## config.mk

```make
export PLATFORM = sky130hd
export DESIGN_NAME = ipv4_host_string_parser
export DESIGN_NICKNAME = d
export VERILOG_FILES = /design/src/hw/rtl/ipv4hp_pkg.sv /design/src/hw/rtl/ipv4hp_step.sv /design/src/hw/rtl/ipv4_host_string_parser.sv
export SDC_FILE = /design/constraint.sdc
export NUM_CORES = 1
export LEC_CHECK = 0
export BUFFER_PORTS_ARGS = -buffer_cell sky130_fd_sc_hd__buf_2
export CORE_AREA = 2 2 156 173
export CTS_BUF_LIST = sky130_fd_sc_hd__clkbuf_2 sky130_fd_sc_hd__clkbuf_4 sky130_fd_sc_hd__clkbuf_8
export DETAILED_ROUTE_END_ITERATION = 10
export DIE_AREA = 0 0 158 175
export SKIP_CTS_REPAIR_TIMING = 1
export SLEW_MARGIN = 40
export SYNTH_ARGS = -nofsm -noshare
export SYNTH_HDL_FRONTEND = slang
export SYNTH_HIERARCHICAL = 1
export SYNTH_SLANG_ARGS = --single-unit
export TNS_END_PERCENT = 20
```

## constraint.sdc

```tcl
create_clock -name clk -period 8.7 [get_ports clk]
set_input_delay 2.175 -clock clk [delete_from_list [all_inputs] [get_ports clk]]
set_output_delay 2.175 -clock clk [all_outputs]
set_load 0.1 [all_outputs]
```

## src/hw/rtl/ipv4hp_pkg.sv

```systemverilog
// Package with the types, character codes and reset state of the IPv4 host string parser.
package ipv4hp_pkg;

  localparam int unsigned ADDR_W  = 32;
  localparam int unsigned UPPER_W = 24;
  localparam int unsigned COUNT_W = 3;

  localparam logic [7:0] CH_DOT   = 8'h2E;
  localparam logic [7:0] CH_0     = 8'h30;
  localparam logic [7:0] CH_9     = 8'h39;
  localparam logic [7:0] CH_LO_A  = 8'h61;
  localparam logic [7:0] CH_LO_F  = 8'h66;
  localparam logic [7:0] CH_UP_A  = 8'h41;
  localparam logic [7:0] CH_UP_F  = 8'h46;
  localparam logic [7:0] CH_LO_X  = 8'h78;
  localparam logic [7:0] CH_UP_X  = 8'h58;

  localparam logic [ADDR_W-1:0] MIDDLE_MAX = 32'd255;

  typedef enum logic [1:0] {
    RADIX_DEC = 2'd0,
    RADIX_OCT = 2'd1,
    RADIX_HEX = 2'd2
  } radix_t;

  typedef struct packed {
    logic               failed;
    logic [ADDR_W-1:0]  part_value;
    logic               part_overflow;
    radix_t             part_radix;
    logic [1:0]         part_position;
    logic               part_starts_zero;
    logic               prev_was_digit;
    logic               prev_was_x;
    logic [1:0]         dots_seen;
    logic [UPPER_W-1:0] upper_parts;
  } parse_state_t;

  typedef struct packed {
    logic               valid_res;
    logic [ADDR_W-1:0]  address;
    logic [COUNT_W-1:0] part_count;
  } parse_result_t;

  localparam parse_state_t STATE_RESET = '{
    failed:           1'b0,
    part_value:       '0,
    part_overflow:    1'b0,
    part_radix:       RADIX_DEC,
    part_position:    2'd0,
    part_starts_zero: 1'b0,
    prev_was_digit:   1'b0,
    prev_was_x:       1'b0,
    dots_seen:        2'd0,
    upper_parts:      '0
  };

endpackage

```

## src/hw/rtl/ipv4hp_step.sv

```systemverilog
// Next-state and result logic for one character of the IPv4 host string parser.
module ipv4hp_step
  import ipv4hp_pkg::*;
(
  input  parse_state_t  st,
  input  logic [7:0]    char_code,
  input  logic          is_last,
  output parse_state_t  st_nxt,
  output parse_result_t res
);

  radix_t            rad;
  logic              is_num;
  logic              is_lo_hex;
  logic              is_up_hex;
  logic              is_x;
  logic              digit_ok;
  logic [3:0]        digit;
  logic [35:0]       prod;
  logic [36:0]       acc_sum;
  logic [ADDR_W-1:0] bound;
  logic              ok_final;
  logic [ADDR_W-1:0] addr;

  always_comb begin
    is_num    = (char_code >= CH_0) && (char_code <= CH_9);
    is_lo_hex = (char_code >= CH_LO_A) && (char_code <= CH_LO_F);
    is_up_hex = (char_code >= CH_UP_A) && (char_code <= CH_UP_F);
    is_x      = (char_code == CH_LO_X) || (char_code == CH_UP_X);

    rad = st.part_radix;
    if ((st.part_position == 2'd1) && st.part_starts_zero && (rad == RADIX_DEC)) begin
      rad = RADIX_OCT;
    end

    digit    = is_num ? char_code[3:0] : 4'(char_code[3:0] + 4'd9);
    digit_ok = 1'b0;
    if (is_num) begin
      digit_ok = !(char_code[3] && (rad == RADIX_OCT));
    end else if (is_lo_hex || is_up_hex) begin
      digit_ok = (rad == RADIX_HEX);
    end

    case (rad)
      RADIX_HEX: prod = {st.part_value, 4'b0000};
      RADIX_OCT: prod = {1'b0, st.part_value, 3'b000};
      default:   prod = {1'b0, st.part_value, 3'b000} + {3'b000, st.part_value, 1'b0};
    endcase
    acc_sum = {1'b0, prod} + {33'd0, digit};

    st_nxt = st;
    if (!st.failed) begin
      if (char_code == CH_DOT) begin
        if (is_last) begin
          if (!st.prev_was_digit) begin
            st_nxt.failed = 1'b1;
          end
        end else if (!(st.prev_was_digit || st.prev_was_x) || (st.dots_seen == 2'd3)) begin
          st_nxt.failed = 1'b1;
        end else if (st.part_overflow || (st.part_value > MIDDLE_MAX)) begin
          st_nxt.failed = 1'b1;
        end else begin
          st_nxt.upper_parts      = {st.upper_parts[15:0], st.part_value[7:0]};
          st_nxt.dots_seen        = 2'(st.dots_seen + 2'd1);
          st_nxt.part_value       = '0;
          st_nxt.part_overflow    = 1'b0;
          st_nxt.part_radix       = RADIX_DEC;
          st_nxt.part_position    = 2'd0;
          st_nxt.part_starts_zero = 1'b0;
          st_nxt.prev_was_digit   = 1'b0;
          st_nxt.prev_was_x       = 1'b0;
        end
      end else begin
        st_nxt.part_radix = rad;
        if (is_x) begin
          if (!st.prev_was_digit || is_last || (st.part_position != 2'd1) ||
              !st.part_starts_zero) begin
            st_nxt.failed = 1'b1;
          end else begin
            st_nxt.part_radix     = RADIX_HEX;
            st_nxt.prev_was_digit = 1'b0;
            st_nxt.prev_was_x     = 1'b1;
          end
        end else if (!digit_ok) begin
          st_nxt.failed = 1'b1;
        end else begin
          if ((st.part_position == 2'd0) && (char_code == CH_0)) begin
            st_nxt.part_starts_zero = 1'b1;
          end
          if (|acc_sum[36:32]) begin
            st_nxt.part_overflow = 1'b1;
            st_nxt.part_value    = '1;
          end else begin
            st_nxt.part_value = acc_sum[31:0];
          end
          st_nxt.prev_was_digit = 1'b1;
          st_nxt.prev_was_x     = 1'b0;
        end
        if (!st_nxt.failed && (st.part_position != 2'd3)) begin
          st_nxt.part_position = 2'(st.part_position + 2'd1);
        end
      end
    end

    bound    = 32'hFFFF_FFFF >> {st_nxt.dots_seen, 3'b000};
    ok_final = !st_nxt.failed && !st_nxt.part_overflow && (st_nxt.part_value <= bound);
    case (st_nxt.dots_seen)
      2'd1:    addr = {st_nxt.upper_parts[7:0], 24'd0} | st_nxt.part_value;
      2'd2:    addr = {st_nxt.upper_parts[15:0], 16'd0} | st_nxt.part_value;
      2'd3:    addr = {st_nxt.upper_parts[23:0], 8'd0} | st_nxt.part_value;
      default: addr = st_nxt.part_value;
    endcase

    res.valid_res  = ok_final;
    res.address    = ok_final ? addr : '0;
    res.part_count = 3'({1'b0, st_nxt.dots_seen} + 3'd1);

    if (is_last) begin
      st_nxt = STATE_RESET;
    end
  end

endmodule

```

## src/hw/rtl/ipv4_host_string_parser.sv

```systemverilog
// Top level of the IPv4 host string parser: parse state, result register and handshakes.
//
//   Channel   Direction  Handshake             Word contents
//   in_       input      in_valid / in_ready   char_code, is_last
//   out_      output     out_valid / out_ready valid_res, address, part_count
//
// One character is taken every cycle while in_ready is high; the running parse
// state updates in the cycle it is accepted. A string's result appears in the
// output register in the cycle after its last character is accepted. A waiting
// result stalls the input only when out_ready is low, since the register is
// reloaded as it drains. Synchronous reset clears the parse state and output valid.
module ipv4_host_string_parser
  import ipv4hp_pkg::*;
(
  input  logic               clk,
  input  logic               rst_n,
  input  logic               in_valid,
  output logic               in_ready,
  input  logic [7:0]         in_char_code,
  input  logic               in_is_last,
  output logic               out_valid,
  input  logic               out_ready,
  output logic               out_valid_res,
  output logic [ADDR_W-1:0]  out_address,
  output logic [COUNT_W-1:0] out_part_count
);

  parse_state_t  state_r;
  parse_state_t  state_nxt;
  parse_result_t res_nxt;
  parse_result_t res_r;
  logic          out_valid_r;
  logic          in_fire;

  ipv4hp_step u_step (
    .st        (state_r),
    .char_code (in_char_code),
    .is_last   (in_is_last),
    .st_nxt    (state_nxt),
    .res       (res_nxt)
  );

  assign in_ready = !out_valid_r || out_ready;
  assign in_fire  = in_valid && in_ready;

  always_ff @(posedge clk) begin
    if (!rst_n) begin
      state_r     <= STATE_RESET;
      out_valid_r <= 1'b0;
    end else begin
      if (in_fire) begin
        state_r <= state_nxt;
      end
      if (in_fire && in_is_last) begin
        out_valid_r <= 1'b1;
      end else if (out_ready) begin
        out_valid_r <= 1'b0;
      end
    end
  end

  always_ff @(posedge clk) begin
    if (in_fire && in_is_last) begin
      res_r <= res_nxt;
    end
  end

  assign out_valid      = out_valid_r;
  assign out_valid_res  = res_r.valid_res;
  assign out_address    = res_r.address;
  assign out_part_count = res_r.part_count;

endmodule
```

---- After elaboration in Yosys (flattened, before gate mapping) ----
Cells that the tools add are included.
storage, ports and cells
  bits in registers ....................... 104
  input bits .............................. 13
  output and inout bits ................... 38
  word-level logic and storage cells ...... 127
cells by class
  add/sub/neg operators ................... 6
  magnitude comparators ................... 8
  equal/unequal tests ..................... 18
  shift-type cells ........................ 1
  muxes and demuxes ....................... 36
  bitwise gates (word level) .............. 3
  reduce and logical (&&, ||, !) cells .... 41
operator list
  cell                                                                count
  two-way mux 66 bit                                                  3
  two-way mux 67 bit                                                  2
  OR 32 bit                                                           3
  one-hot mux 32 bit (3 select lines)                                 1
  one-hot mux 36 bit (2 select lines)                                 1
  two-way mux 33 bit                                                  2
  two-way mux 41 bit                                                  1
  adder 36 x 4 -> 37 bit                                              1
  adder 35 x 33 -> 36 bit                                             1
  > comparator 32 x 8 -> 1 bit (second input constant)                1
  <= comparator 32 bit                                                1
  two-way mux 32 bit                                                  1
  right shift 32 x 5 -> 32 bit (first input constant)                 1
  two-way mux 26 bit                                                  1
  == test 8 x 6 -> 1 bit (second input constant)                      2
  == test 8 x 7 -> 1 bit (second input constant)                      2
  greater-or-equal comparator 8 x 7 -> 1 bit (second input constant)  2
  <= comparator 8 x 7 -> 1 bit (second input constant)                2
  two-way mux 1 bit                                                   16
  logical AND 1 bit                                                   12
  two-way mux 2 bit                                                   6
  logical OR 1 bit                                                    9
  inequality test 3 bit (second input constant)                       3
  nonzero test 3 bit                                                  3
  other kinds (21)                                                    36

---- Logic depth before layout (Yosys ltp) ----
  depth after elaboration ................. 20
  depth in mapped cells ................... 35
  depth with buffers taken out ............ 29

---- Hierarchy ----
Netlist, hierarchy kept.
by module, submodules not included
  module                   times used  cells an instance  area each (sq um)  sequential area each (sq um)
  ipv4hp_step              1           1001               6417.4             0.0
  ipv4_host_string_parser  1           333                3786.1             2442.3

---- Least setup slack after synthesis ----
Ideal clock, no wire load.
  kind .................................... in2reg
  start point ............................. input port in_char_code[0]
  end point ............................... register res_r (netlist bit out_valid_res), data pin
  library setup time ...................... 125 ps
  arrival time ............................ 8326 ps
  required time ........................... 8575 ps
  slack ................................... 248 ps
  stages .................................. 30
  buffers on the path ..................... 5
  cell sequence ........................... inv_1 ha_1 nor2_1 o21ai_0 and3_1 clkbuf_1 nand2b_1 xnor2_1 ha_1 a21o_1 a21oi_1 nor3_1 nand3_1 or4_1 or4_1 a211oi_2 buf_6 buf_4 a21oi_1 a21o_1 ha_1 and3_1 nand4_1 or4b_2 a21oi_1 nor4b_1 o21ai_4 buf_6 inv_2 buf_4
between the ends
  longest elaborated chain between the ends .. 14
  elaborated cells on any way between the ends .. 37
  those cells by class .................... add/sub: 2; order compare: 7; eq/ne: 3; shift: 1; mux: 14; reduce/logical: 10
RTL lines
  what                                                             RTL line                       text
  start: declaration                                               ipv4_host_string_parser.sv:19  input logic [7:0] in_char_code,
  branches (longest 10 deep; another with adder 36 x 4 -> 37 bit)  --
  two-way mux 67 bit *                                             ipv4hp_step.sv:52              if (!st.failed) begin
  branches (longest 2 deep; another with <= comparator 32 bit)     --
  logical AND 1 bit *                                              ipv4hp_step.sv:106             ok_final = !st_nxt.failed && !st_nxt.part_overflow && (st_nxt.part_value <= bound);
  net u_step.ok_final                                              ipv4hp_step.sv:22              logic ok_final;
  end signal: assignment                                           ipv4_host_string_parser.sv:64  res_r <= res_nxt;
  end: declaration                                                 ipv4_host_string_parser.sv:31  parse_result_t res_r;
Mark *: on every way through the listed nets, which the timed path passes. The select of a mux whose other input is x is not followed.
A chain may end at the register's enable or synchronous reset.

---- Worst setup path in the final report ----
  start point ............................. input port in_char_code[0]
  end point ............................... register res_r (netlist bit out_address[5]), data pin
between the ends
  longest elaborated chain between the ends .. 14
  elaborated cells on any way between the ends .. 44
  those cells by class .................... add/sub: 2; order compare: 7; eq/ne: 6; shift: 1; mux: 15; bitwise: 3; reduce/logical: 10
RTL lines
  what                                                             RTL line
  branches (longest 10 deep; another with adder 36 x 4 -> 37 bit)  --
  two-way mux 67 bit *                                             ipv4hp_step.sv:52
  branches (longest 3 deep; another with <= comparator 32 bit)     --
Mark *: on every way between the ends. The select of a mux whose other input is x is not followed.

==> flow_summary.ini <==
[synthesis]
synth_xor_area_frac = 0.0421
synth_top_area_share = 0.133
ys_types = 84
synth_compound_area_frac = 0.223
synth-async-reset-ratio = 0
ys.flop_type = dfxtp_1
synth-simple-area-share = 0.263
synth_area_leaders = dfxtp_1 13%, edfxtp_1 11%, mux2i_1 8.9%, ha_1 8.5%, nand2_1 8.2%
muxShareOfSynthArea = 0.0904
postSynthAreaPerCell_sq_um = 7.65
synth_fa_ha_area_frac = 0.0885
ys_seq_area_frac = 0.239
netlist_area_sq_um = 10200
yosysMostFrequentCell = nand2_1
synth_seq_cells = 104
synth_cells = 1334
synth_top_family_by_area = simple AND/OR/NAND/NOR gates
synth-edff-count = 36
synthesis.nets = 1418
yosysTopAreaCell = dfxtp_1
yosysWarnings = 6
synth_common_cells = 223 x nand2_1, 121 x nor2_1, 91 x a21oi_1, 91 x mux2i_1, 69 x ha_1

[pwr]
p_clk_frac = 0.311
seqPwrFrac = 0.522
p_per_area_nw_per_um2 = 90.1
leakage_nw = 4.21
power.switching_w = 0.000326
vdd_drop_max_mv = 0.0620
p_sw_frac = 0.329
pwr-share-comb = 0.166
intPower_w = 0.000663

[floorplan]
io_pins = 51
fp.dieH_um = 175
start_util = 0.394
placeableCoreArea_sq_um = 25900
die_x_um = 158
die_area_sq_um = 27700
rows = 62

[timing]
max_freq_mhz = 122
hold_slack_ns = 0.468
hold_viol_final = 0
setup_viol = 0
slew_headroom = 0.457
slew_violations = 0
grt_setup_unrepaired = false
finClkSkew_ns = 0.0208
fin_crit_sh = 0.944
worst_pin_slew_ns = 0.815
final.min_clock_period_ns = 8.21

[min_path]
hold_class = flip-flop to flip-flop

[setup_path]
cpMostUsedCell = ha_1
crit_arrival_ns = 8.47
r2r_cells = 25
worstPathRequired_ns = 8.96
crit_path_top_delay_cell = or4b_2
path_class = input pin to flip-flop
worstSetupEndpoint = out_address[5]
slowest_delay_ns = 0.65
r2r_setup_slack_ns = 0.94
crit_fanout = 17
start_kind = input pin
critPathLaunch = in_char_code[0]
r2r-end = out_address[5]
cp-end-kind = flip-flop
reg2reg_from = state_r[40]

[global_route]
grt_antenna_before_repair = 0
grt_overflow = 0
grt_pass1_wl_um = 52600
grt_use_total = 0.240
grt_max_degree = 96
first_global_vias = 9517

[routing]
drtPass1Iterations = 6
antenna_left = 0
drc = 0
drtIter0Drc = 989
wl_per_cell_um = 19.8
vias = 10200
wl_um = 33400
viasPerCell = 6.01

[placement]
place.gp.congestion = 0.918
dpl.hpwl_um = 24900
port_buffers = 50

[layout]
n_antenna_cell = 0
drive_gt1_frac = 0.123
fin_util = 0.424
final_nets = 1416
area_delta_synth_final_pct = 7.55
nFillCells = 2687

[clock_tree]
clockBufferDepth = 2
numCtsBuffers = 9
ctsHtreeMaxLevel = 3
cts_tree = built
cts_sinks = 104
cts-root-buf = clkbuf_8
clk_latency_ns = 0.40
clkSlewWorstSetupHoldPaths_ns = 0.11

[outcome]
status = finished clean

[run]
drv_cap = 0
## layout make-up
type / count / area, sq um / share of cell area
sequential: 104 / 2440 / 0.223
tap: 352 / 440 / 0.0401
inverter: 23 / 86.3 / 0.00787
clock buffer: 10 / 131 / 0.0120
clock inverter: 6 / 52.6 / 0.00479
timing repair buffer: 80 / 564 / 0.0514
multi-input combinational: 1114 / 7260 / 0.661
## registers in the layout, summed over array words and instances, names as in the netlist
| signal | count |
|---|---|
| out_address | 32 |
| out_valid | 1 |
| out_valid_res | 1 |
| state_r | 67 |
| out_part_count | 3 |
## kinds of logic (layout without fill, tap and decap cells)
family	Yosys count	count (layout)
adders and majority gates	71	71
muxes	92	92
DFF	104	104
buffers and inverters	116	119
and+or+nand+nor	561	561
AOI/OAI and AO/OA	341	341
xor gates and xnor gates	49	49
## worst min-delay path by stage
| stage | from | slack, ns | depth (start not counted) | end |
|---|---|---|---|---|
| after CTS | state_r[21] | 0.47 | 2 | state_r[21] |
| final | state_r[19] | 0.47 | 2 | state_r[19] |
| after detailed placement | state_r[19] | 0.46 | 2 | state_r[19] |
| after global routing | state_r[19] | 0.49 | 2 | state_r[19] |
| after floorplan | state_r[16] | 0.43 | 2 | state_r[16] |
| after global placement | state_r[19] | 0.44 | 2 | state_r[19] |
## layer usage
metal	vias to the layer above	track usage	part of all wire
li1	4857	-	-
met3	92	0.0206	0.063
met5	-	0	0
met1	4792	0.317	0.42
met4	0	0.0983	0.041
met2	415	0.401	0.47
## critical path, delay by kind of cell
| family | cells | cell delay (ns) |
|---|---|---|
| AND/OR/NAND/NOR | 13 | 3.32 |
| buffers and inverters | 6 | 0.88 |
| adder cells (fa/ha/maj) | 3 | 0.81 |
| XOR/XNOR | 1 | 0.17 |
| AO/OA/AOI/OAI | 7 | 1.11 |
## cells in the final DEF, fill, tap and decap left out, types with 6 or more instances in the layout
master    count
nand2_1     223
nor2_1      119
mux2i_1      91
a21oi_1      91
ha_1         69
dfxtp_1      68
buf_2        49
o21ai_0      48
edfxtp_1     36
nor2b_1      32
xnor2_1      29
a31oi_1      28
nand3_1      27
buf_4        25
nor3_1       23
nand4_1      23
o22ai_1      22
inv_1        21
a21o_1       20
xor2_1       20
nor4_1       18
nor2_2       15
and3_1       14
a21oi_2      14
nand2b_1     12
o211ai_1     12
o22a_1       10
clkbuf_8      9
o21a_1        9
a211oi_1      8
a31o_2        7
o21ai_1       7
a221oi_1      7
or3_1         6
## power by group through the flow
stage / logic [W] / registers (W) / clock network (W)
after floorplan: 0.0000792 / 0.000576 / 0
after global placement: 0.000160 / 0.000528 / 0
after detailed placement: 0.000163 / 0.000527 / 0
after CTS: 0.000163 / 0.000516 / 0.000314
after global routing: 0.000174 / 0.000518 / 0.000327
final: 0.000164 / 0.000516 / 0.000308
## metrics by stage
stage	setup WS (ns)	setup TNS [ns]	total power, W	std cells	cell area [sq um]
2_1_floorplan	0.248	0	0.000655	1334	10200
4_1_cts	0.345	0	0.000993	1687	10900
3_3_place_gp	0.0653	0	0.000688	1669	10700
6_report	0.489	0	0.000989	1689	11000
3_5_place_dp	-0.0624	-0.688	0.000690	1671	10800
5_1_grt	0.0413	0	0.00102	1689	11000
No activity file was read; power rests on OpenSTA's default activity.
